## config.mk

```make
export PLATFORM = sky130hd
export DESIGN_NAME = srr_ctrl
export DESIGN_NICKNAME = d
export VERILOG_FILES = /design/src/design/srr_pkg.sv /design/src/design/srr_ctrl.sv
export SDC_FILE = /design/constraint.sdc
export NUM_CORES = 1
export LEC_CHECK = 0
export BUFFER_PORTS_ARGS = -buffer_cell sky130_fd_sc_hd__buf_4
export CAP_MARGIN = 20
export CORE_AREA = 10 10 47 49
export DETAILED_ROUTE_END_ITERATION = 7
export DIE_AREA = 0 0 57 59
export GPL_ROUTABILITY_DRIVEN = 0
export PLACE_DENSITY_LB_ADDON = 0.25
export SLEW_MARGIN = 10
export SYNTH_ARGS = -nofsm -noshare
export SYNTH_HDL_FRONTEND = slang
export SYNTH_SLANG_ARGS = --single-unit
export TNS_END_PERCENT = 20
```

## constraint.sdc

```tcl
create_clock -name clk -period 2.79 [get_ports clk]
set_input_delay 0.4185 -clock clk [delete_from_list [all_inputs] [get_ports clk]]
set_output_delay 0.4185 -clock clk [all_outputs]
set_load 0.005 [all_outputs]
```

## src/design/srr_pkg.sv

```systemverilog
// Shared constants, types and state codes for the sorted run ranker.
package srr_pkg;

	localparam int CAPACITY = 1024;
	localparam int IDX_W = $clog2(CAPACITY);
	localparam int CNT_W = $clog2(CAPACITY + 1);
	localparam int POS_W = 10;
	localparam int ORD_W = 11;
	localparam int QNT_W = 32;
	localparam int KEY_W = 64;
	localparam int MODE_W = 3;
	localparam int REM_W = CNT_W + 2;
	localparam int QCNT_W = $clog2(QNT_W);
	localparam int WORD_W = 1 + CNT_W + IDX_W + POS_W;

	localparam logic [QCNT_W-1:0] QCNT_LAST = QCNT_W'(QNT_W - 1);

	localparam logic CMD_LOAD = 1'b0;
	localparam logic CMD_DRAIN = 1'b1;

	localparam logic [MODE_W-1:0] MODE_FIRST = 3'd0;
	localparam logic [MODE_W-1:0] MODE_MIN = 3'd1;
	localparam logic [MODE_W-1:0] MODE_MAX = 3'd2;
	localparam logic [MODE_W-1:0] MODE_DENSE = 3'd3;
	localparam logic [MODE_W-1:0] MODE_QUANT = 3'd4;

	typedef struct packed {
		logic cmd;
		logic [POS_W-1:0] source_position;
		logic [KEY_W-1:0] key;
		logic is_null;
		logic last_item;
	} in_t;

	typedef struct packed {
		logic [POS_W-1:0] ranked_position;
		logic [ORD_W-1:0] ordinal_rank;
		logic [QNT_W-1:0] quant_frac;
		logic last_result;
	} out_t;

	typedef enum logic [1:0] {
		S_IDLE,
		S_READ,
		S_DIV,
		S_FIN
	} state_t;

	typedef struct packed {
		logic load;
		logic rd;
		logic capture;
		logic div_step;
		logic finish;
	} ctrl_t;

	typedef struct packed {
		logic drain_ok;
		logic quant;
		logic div_done;
	} stat_t;

endpackage

```

## src/design/srr_ctrl.sv

```systemverilog
// Controller state machine sequencing loads, drain reads and the quantile divider.
module srr_ctrl (
	input logic clk,
	input logic arst_n,
	input logic start,
	input logic cmd,
	input srr_pkg::stat_t stat,
	output srr_pkg::ctrl_t ctrl,
	output logic busy
);
	import srr_pkg::*;

	state_t state_q, state_d;

	always_ff @(posedge clk or negedge arst_n) begin
		if (!arst_n) begin
			state_q <= S_IDLE;
		end else begin
			state_q <= state_d;
		end
	end

	always_comb begin
		state_d = state_q;
		case (state_q)
			S_IDLE: begin
				if (start && cmd == CMD_DRAIN && stat.drain_ok) state_d = S_READ;
			end
			S_READ: begin
				state_d = stat.quant ? S_DIV : S_FIN;
			end
			S_DIV: begin
				if (stat.div_done) state_d = S_FIN;
			end
			S_FIN: begin
				state_d = S_IDLE;
			end
			default: begin
				state_d = S_IDLE;
			end
		endcase
	end

	always_comb begin
		ctrl = '0;
		busy = 1'b1;
		case (state_q)
			S_IDLE: begin
				busy = 1'b0;
				ctrl.load = start && cmd == CMD_LOAD;
				ctrl.rd = start && cmd == CMD_DRAIN && stat.drain_ok;
			end
			S_READ: begin
				ctrl.capture = 1'b1;
			end
			S_DIV: begin
				ctrl.div_step = 1'b1;
			end
			S_FIN: begin
				ctrl.finish = 1'b1;
			end
			default: begin
				busy = 1'b1;
			end
		endcase
	end
endmodule

```

==> results.ini, run 1 <==
[status]
status=completed

[place]
dp_hpwl_um=434
dp_slack_ps=1300
io_buffers=12
place_area_um2=309

[global_route]
grt_usage_pct=3.37
antenna_found_initial=0
grt_pass1_vias=216
grt_overflow=0
grt_pass1_wl_um=855
grt_start_max_net_pins=6

[synth]
netlist-cell-type-count=12
synth-compound-area-share_pct=14.5
ys_ff_latch=2
syn_avg_cell_area_um2=9.04
synth_common_cells=ha_1, inv_1, nor2_1
synth_simple_gate_area_share_pct=15.7
synth.top_cell.area_share_pct=31.4
synthCells=22
yosysWarnings=0
synthTopCellsByArea=ha_1, dfrtp_1, inv_1
synth_edf_count=0
synthMuxAreaShare_pct=5.66
netlist_area_um2=199
syn-num-nets=34
yosys.area.top_type=ha_1
synth-main-ff-cell=dfrtp_1
yosysMostFrequentCell=ha_1
synth_fa_ha_area_share_pct=31.4
synth-xor-area-share_pct=0
ys_seq_area_share_pct=25.2
synth_top_family_by_area=adder cells
ys_async_sr_fraction_pct=100

[floorplan]
start_util_pct=14.2
io_pins=13
core_mm2=0.00140
num_rows=14
die_h_um=59
die_area_mm2=0.00336
die_w_um=57

[timing]
hold_viol=0
maxSlewHeadroom_pct=86.3
period_share_pct=60.6
fmax_ghz=0.592
finalCriticalPeriod_ps=1690
slew_violations=0
setup_violations=0
setup_slack_ps=1100
final.setup.tns_ps=0
clock_skew_ps=2.11
holdWs_ps=516
worstMarginPinSlew_ps=205
rsz0062_at_grt=no

[clock_network]
numCtsBuffers=3
cts_tree=yes
cts.sinks=2
clkTransAtPathRegs_ps=30
clockBufferDepth=2
ctsRootBufferMaster=clkbuf_4
clk_latency_ps=220
ctsHoldBuffers=1
htreeDepth=1
post_cts_buffers=0
cts-resized-gates=0

[drt]
via_per_inst=3.63
drc=0
totalWireLength_um=543
firstDrtPassIters=2
wire_per_inst_um=10.1
num_vias=196
ant_nets=0
drt-initial-drc-count=4

[setup_path]
worst_setup_path_end_kind=output port
path_class=reg -> out
rr_endpoint=state_q[1]
rr_worst_depth=5
required_ps=2370
worstReg2RegStart=state_q[0]
r2r_slack_ps=1300
worstPathArrival_ps=1270
cp_max_fo=5
start_kind=register

[pwr]
power_density_mw_per_mm2=943
p_int_w=0.000201
leakage_nw=0.185
clkPwrFrac_pct=19.7
combPwrFrac_pct=61.2
peakVddDrop_uv=455
seqPwrFrac_pct=19.1
power_switching_w=0.000121
switching_share_pct=37.5

[layout]
largest_reg_flops=2
antenna_cells=0
nFillCells=160
regMostFlops=state_q
area.growth.synth_to_final_pct=71.7
fin_nets=52
fin_util_pct=24.4
drive_above_1_share_pct=44.7
fin_area_um2=342
reg.largest.list=state_q: 2 flops

[run]
cap_violations=0

[min_path]
hp-class=in -> async

worst max-delay path by stage:
stage               slack (ps)  startpoint          to  cells after the start
detailed placement        1300  state_q[0]  state_q[1]                      5
global placement          1310  state_q[0]  state_q[1]                      5
CTS                       1090  state_q[0]     ctrl[3]                      5
global route               970  state_q[0]     ctrl[3]                      5
floorplan                 1380  state_q[0]  state_q[1]                      5
finish                    1100  state_q[0]     ctrl[3]                      5
power by group through the flow:
stage	clock network [W]	logic [W]	registers, W
after floorplan	0	0.000119	0.0000587
final	0.0000635	0.000197	0.0000616
after CTS	0.0000683	0.000202	0.0000617
after detailed placement	0	0.000199	0.0000622
after global placement	0	0.000205	0.0000629
after global routing	0.0000684	0.000223	0.0000656
cell usage in the layout (no fill, tap or decap), drive strengths merged:
cell / netlist / layout
buf: 0 / 12
ha: 5 / 5
inv: 4 / 4
nor2: 3 / 3
clkbuf: 0 / 3
dfrtp: 2 / 2
nand3: 1 / 1
nand2: 1 / 1
nor2b: 1 / 1
a21oi: 1 / 1
mux2: 1 / 1
a211o: 1 / 1
a211oi: 1 / 1
a22oi: 1 / 1
dlygate4sd3: 0 / 1
critical path: stages (launching register included):
cell	delay, ps
dfrtp_1	380
inv_1	150
ha_1	240
inv_1	70
nor2_1	100
buf_4	110
final cells by class:
cell class,count,area [µm²],share of cell area (%)
repair buffers,13,100,29.3
clock buffers,3,22.5,6.59
flip-flops and latches,2,50.0,14.7
well taps,16,20.0,5.86
multi-input cells,16,134,39.2
inverters,4,15.0,4.40
per-layer routing:
layer	up-vias	track usage [%]	wire, µm
met3	2	2.58	116
met5	-	0	0
met1	77	3.92	269
met4	0	5.03	8
met2	13	2.79	149
li1	104	-	-
stage by stage:
step | power, W | cells
after detailed placement | 0.000261 | 50
after global placement | 0.000268 | 50
after floorplan | 0.000178 | 22
after global routing | 0.000357 | 54
final | 0.000322 | 54
after CTS | 0.000332 | 54
cell families after synthesis:
kind of cell	count (synthesis)
buf+inv	4
simple gates	6
compound gates	4
flops	2
mux	1
fa+ha+maj	5
Power figures use the tool's default switching activity.
==> run 2, diff against run 1 <==
==> constraint.sdc (replaced) <==
create_clock -name clk -period 1.7 [get_ports clk]
set_input_delay 0.255 -clock clk [delete_from_list [all_inputs] [get_ports clk]]
set_output_delay 0.255 -clock clk [all_outputs]
set_load 0.005 [all_outputs]
==> run 2 against run 1 <==
Against the previous run:
- clock power up 61%
- wire length shrank 0.18%
- global-route usage grew 0.26 points
- hold slack got worse by 160 ps
- critical path depth stayed put
- sequential power rose by 66%
- clock skew fell by 0.58 ps
- combinational power rose by 62%
- final cell count unchanged
- die area did not move
- total power up 63%
- critical path type unchanged
==> results.ini, run 2 (synthesis results as in run 1) <==
[setup_path]
worstPathArrival_ps=1270  ; about the same
worst_setup_path_end_kind=output port
path_class=reg -> out
cp.depth=5  ; unchanged
cp_max_fo=5  ; unchanged
cp_top_family=flip-flops
rr_worst_depth=5  ; unchanged
path_buf_inv=3  ; unchanged
required_ps=1440  ; -930 ps
slowest_delay_ps=380  ; about the same
cp_slowest_cell=dfrtp_1
cp_common_cell=inv_1
path_cells=inv_1, ha_1, inv_1, nor2_1, buf_4
start_kind=register

[clock_network]
cts.sinks=2  ; unchanged
ctsRootBufferMaster=clkbuf_4
post_cts_buffers=0  ; unchanged
clockBufferDepth=2  ; unchanged
clk_latency_ps=220  ; about the same
htreeDepth=1  ; unchanged
cts_tree=yes
numCtsBuffers=3  ; unchanged
clkTransAtPathRegs_ps=30  ; about the same

[timing]
final.setup.tns_ps=0  ; unchanged
rsz0062_at_grt=no
clock_skew_ps=1.54  ; -0.576 ps
hold_viol=0  ; unchanged
maxSlewHeadroom_pct=87.1  ; +0.79 points
fmax_ghz=0.656
finalCriticalPeriod_ps=1530
period_share_pct=89.7
holdWs_ps=358  ; -158 ps
worstMarginPinSlew_ps=192  ; -13.1 ps
setup_violations=0  ; unchanged
slew_violations=0  ; unchanged

[layout]
antenna_cells=0  ; unchanged
fin_area_um2=342  ; unchanged
regMostFlops=state_q
area.growth.synth_to_final_pct=71.7  ; unchanged
drive_above_1_share_pct=44.7  ; unchanged
final_common_cell=buf_4
largest_reg_flops=2  ; unchanged
final_cell_mix=buf_4, ha_1, inv_1
reg.largest.list=state_q: 2 flops
fin_nets=52  ; unchanged

[status]
status=completed

[pwr]
leakage_nw=0.185  ; unchanged
power_density_mw_per_mm2=1530  ; +63%
peakVddDrop_uv=515  ; +13%

[run]
cap_violations=0  ; unchanged

[drt]
via_per_inst=3.69  ; +1.5%
firstDrtPassIters=4  ; +2
wire_per_inst_um=10.0  ; -0.18%
totalWireLength_um=542  ; -0.18%
ant_nets=0  ; unchanged
drt-initial-drc-count=6  ; +2
num_vias=199  ; +1.5%
drc=0  ; unchanged

[floorplan]
die_area_mm2=0.00336  ; unchanged
die_h_um=59  ; unchanged
die_w_um=57  ; unchanged
num_rows=14  ; unchanged
io_pins=13  ; unchanged
start_util_pct=14.2  ; unchanged
core_mm2=0.00140  ; unchanged

[global_route]
grt_usage_pct=3.63  ; +0.26 points
grt_pass1_vias=223  ; +3.2%
grt_pass1_wl_um=897  ; +4.9%
antenna_found_initial=0  ; unchanged
grt_start_max_net_pins=6  ; unchanged
grt_overflow=0  ; unchanged

[place]
place_area_um2=309  ; unchanged
io_buffers=12  ; unchanged
dp_hpwl_um=461  ; +6.2%

[min_path]
hp-class=in -> async

## run 2: cell counts in the layout (fill, tap and decap cells not counted)
No cell type changed its count.
## run 2: metrics by stage
stage / worst slack, ps / util, % / instances / total power [W]
after detailed placement: 205 / 22.1 / 50 / 0.000432
after CTS: 141 / 24.4 / 54 / 0.000544
final: 175 / 24.4 / 54 / 0.000524
after floorplan: 293 / - / 22 / 0.000292
after global placement: 207 / 22.1 / 50 / 0.000438
after global routing: 33.7 / 24.4 / 54 / 0.000593
## run 2: final cells by class
| class | count | area [µm²] |
|---|---|---|
| Fill cell | 162 | 1060 |
| Inverter | 4 | 15.0 |
| Clock buffer | 3 | 22.5 |
| Sequential cell | 2 | 50.0 |
| Timing Repair Buffer | 13 | 100 |
| Multi-Input combinational cell | 16 | 134 |
| Tap cell | 16 | 20.0 |
## run 2: worst paths after layout
| check | from | to | slack [ps] |
|---|---|---|---|
| max | state_q[0] | ctrl[3] | 170 |
| min | arst_n | state_q[0] | 360 |
| max reg2reg | state_q[0] | state_q[1] | 220 |
| min reg2reg | state_q[1] | state_q[1] | 610 |
| max in group asynchronous | arst_n | state_q[1] | 1250 |
| min in group clk | stat[1] | state_q[0] | 440 |
## run 2: power by group
group	total (W)	switching (W)	leakage [nW]	internal, W
sequential	0.000102	0.0000263	0.0230	0.0000757
clock	0.000102	0.0000241	0.0138	0.0000776
combinational	0.000320	0.000143	0.148	0.000177
## run 2: timing repair
action | in CTS | in global routing
hold endpoints to repair | 2 | 0
gates resized for setup | 0 | 0
endpoints found under the setup margin | 0 | 0
hold buffers | 1 | 0
## run 2: routing by layer
metal  part of all wire (%)  GRT usage (%)  routed length (µm)  vias up
met5                      0              0                   0        -
met4                      0           4.03                   0        0
met3                     22           3.65                 120        0
met2                     30           3.10                 164       15
met1                     47           4.17                 257       79
li1                       -              -                   -      105
==> run 3, diff against run 2 <==
--- a/config.mk
+++ b/config.mk
@@ -7,9 +7,9 @@
 export LEC_CHECK = 0
 export BUFFER_PORTS_ARGS = -buffer_cell sky130_fd_sc_hd__buf_4
 export CAP_MARGIN = 20
-export CORE_AREA = 10 10 47 49
+export CORE_AREA = 2 2 39 41
 export DETAILED_ROUTE_END_ITERATION = 7
-export DIE_AREA = 0 0 57 59
+export DIE_AREA = 0 0 41 43
 export GPL_ROUTABILITY_DRIVEN = 0
 export PLACE_DENSITY_LB_ADDON = 0.25
 export SLEW_MARGIN = 10
==> run 3 against run 2 <==
Against the previous run:
- hold slack lost 14 ps
- global-route usage grew 2.6 points
- register-to-register slack lost 20 ps
- worst setup slack is essentially flat
- sequential share of layout area is the same
- maximum frequency is essentially flat
- via count shrank 2.5%
- first-iteration DRC count shrank 100%
- critical path type unchanged
==> results.ini, run 3 (synthesis results as in run 1) <==
[status]
status=completed

[clock_network]
cts.sinks=2  ; unchanged
ctsHoldBuffers=1  ; unchanged
ctsRootBufferMaster=clkbuf_4
clockBufferDepth=2  ; unchanged
clkTransAtPathRegs_ps=30  ; about the same
htreeDepth=1  ; unchanged
numCtsBuffers=3  ; unchanged
post_cts_buffers=0  ; unchanged
clk_latency_ps=220  ; about the same
cts_tree=yes
cts-resized-gates=0  ; unchanged

[drt]
totalWireLength_um=420  ; -23%
num_vias=194  ; -2.5%
via_per_inst=3.59  ; -2.5%
firstDrtPassIters=1  ; -3
drc=0  ; unchanged
drt-initial-drc-count=0  ; -6
ant_nets=0  ; unchanged
wire_per_inst_um=7.78  ; -23%

[pwr]
power_switching_w=0.000196  ; +1.2%
p_int_w=0.000328  ; -0.55%
power_density_mw_per_mm2=1540  ; about the same
combPwrFrac_pct=60.7  ; -0.4 points
peakVddDrop_uv=538  ; +4.4%
seqPwrFrac_pct=19.5  ; about the same
clkPwrFrac_pct=19.8  ; +0.4 points
leakage_nw=0.185  ; unchanged
switching_share_pct=37.4  ; +0.41 points

[run]
cap_violations=0  ; unchanged

[floorplan]
start_util_pct=14.4  ; +0.18 points
io_pins=13  ; unchanged
core_mm2=0.00138  ; -1.2%
die_w_um=41  ; -28%
die_area_mm2=0.00176  ; -48%
num_rows=14  ; unchanged
die_h_um=43  ; -27%

[global_route]
grt_util_met2_pct=6.56  ; +3.5 points
grt_usage_pct=6.23  ; +2.6 points
grt_pass1_vias=178  ; -20%
grt_start_max_net_pins=6  ; unchanged
use_met1_pct=8.39  ; +4.2 points
grt_overflow=0  ; unchanged
gr-usage-met3_pct=1.57  ; -2.1 points
antenna_found_initial=0  ; unchanged
grt_pass1_wl_um=683  ; -24%
grt-busiest-layer=met1

[timing]
rsz0062_at_grt=no
slew_violations=0  ; unchanged
clock_skew_ps=0.681  ; -0.855 ps
fmax_ghz=0.656  ; about the same
maxSlewHeadroom_pct=86.9  ; -0.25 points
worstMarginPinSlew_ps=196  ; +3.74 ps
hold_viol=0  ; unchanged
setup_violations=0  ; unchanged
final.setup.tns_ps=0  ; unchanged
finalCriticalPeriod_ps=1530  ; +0.153 ps
period_share_pct=89.7  ; about the same

[setup_path]
cp_max_fo=5  ; unchanged
required_ps=1440  ; about the same
start_kind=register
worst_setup_path_end_kind=output port
path_class=reg -> out
worstPathArrival_ps=1270  ; about the same

[layout]
fin_util_pct=24.7  ; +0.31 points
final_cell_mix=buf_4, ha_1, inv_1
regMostFlops=state_q
largest_reg_flops=2  ; unchanged
regArea_um2=50.0  ; unchanged
antenna_cells=0  ; unchanged
fin_nets=52  ; unchanged
multi_input_area_um2=134  ; unchanged
final_common_cell=buf_4
drive_above_1_share_pct=44.7  ; unchanged
area.growth.synth_to_final_pct=71.7  ; unchanged
reg.largest.list=state_q: 2 flops
nFillCells=158  ; -2.5%

[place]
io_buffers=12  ; unchanged
dp_hpwl_um=338  ; -27%

[min_path]
hp-class=in -> async

## run 3: cell counts in the layout (fill, tap and decap cells not counted)
No cell type changed its count.
## run 3: stage by stage
step / total power [W] / hold WS, ps / instance area (µm²) / setup slack, ps / std cells
after detailed placement: 0.000426 / 37.7 / 309 / 214 / 50
after floorplan: 0.000292 / -40.6 / 199 / 293 / 22
after global placement: 0.000422 / 38.5 / 309 / 207 / 50
final: 0.000525 / 344 / 342 / 175 / 54
after global routing: 0.000591 / 352 / 342 / 73.1 / 54
after CTS: 0.000542 / 335 / 342 / 153 / 54
## run 3: critical path, stage by stage, from the launching register on
cell and delay (ps):
dfrtp_1 380, inv_1 150, ha_1 240, inv_1 70
nor2_1 100, buf_4 110
## run 3: path summary, 6_finish.rpt
path | start | endpoint | depth (start not counted) | slack [ps]
max reg2reg | state_q[0] | state_q[1] | 5 | 200
min reg2reg | state_q[1] | state_q[1] | 1 | 630
min in group clk | stat[1] | state_q[0] | 4 | 450
max in group asynchronous | arst_n | state_q[0] | 2 | 1270
max | state_q[0] | ctrl[3] | 5 | 170
min | arst_n | state_q[1] | 2 | 340
## run 3: final cells by class
| cell class | count | area share (%) |
|---|---|---|
| timing repair buffer | 13 | 29.3 |
| inverter | 4 | 4.40 |
| multi-input combinational | 16 | 39.2 |
| tap | 16 | 5.86 |
| clock buffer | 3 | 6.59 |
| sequential | 2 | 14.7 |
## run 3: power groups by stage
stage                     clock network, W  registers [W]  logic [W]
after global placement                   0       0.000104   0.000318
after global routing              0.000118       0.000108   0.000365
final                             0.000104       0.000102   0.000319
after CTS                         0.000113       0.000102   0.000326
after floorplan                          0      0.0000963   0.000196
after detailed placement                 0       0.000103   0.000322
## run 3: layer usage
metal | part of all wire, % | wire length [µm]
met5 | 0 | 0
met4 | 0 | 0
met3 | 10 | 44
met2 | 43 | 182
met1 | 46 | 193
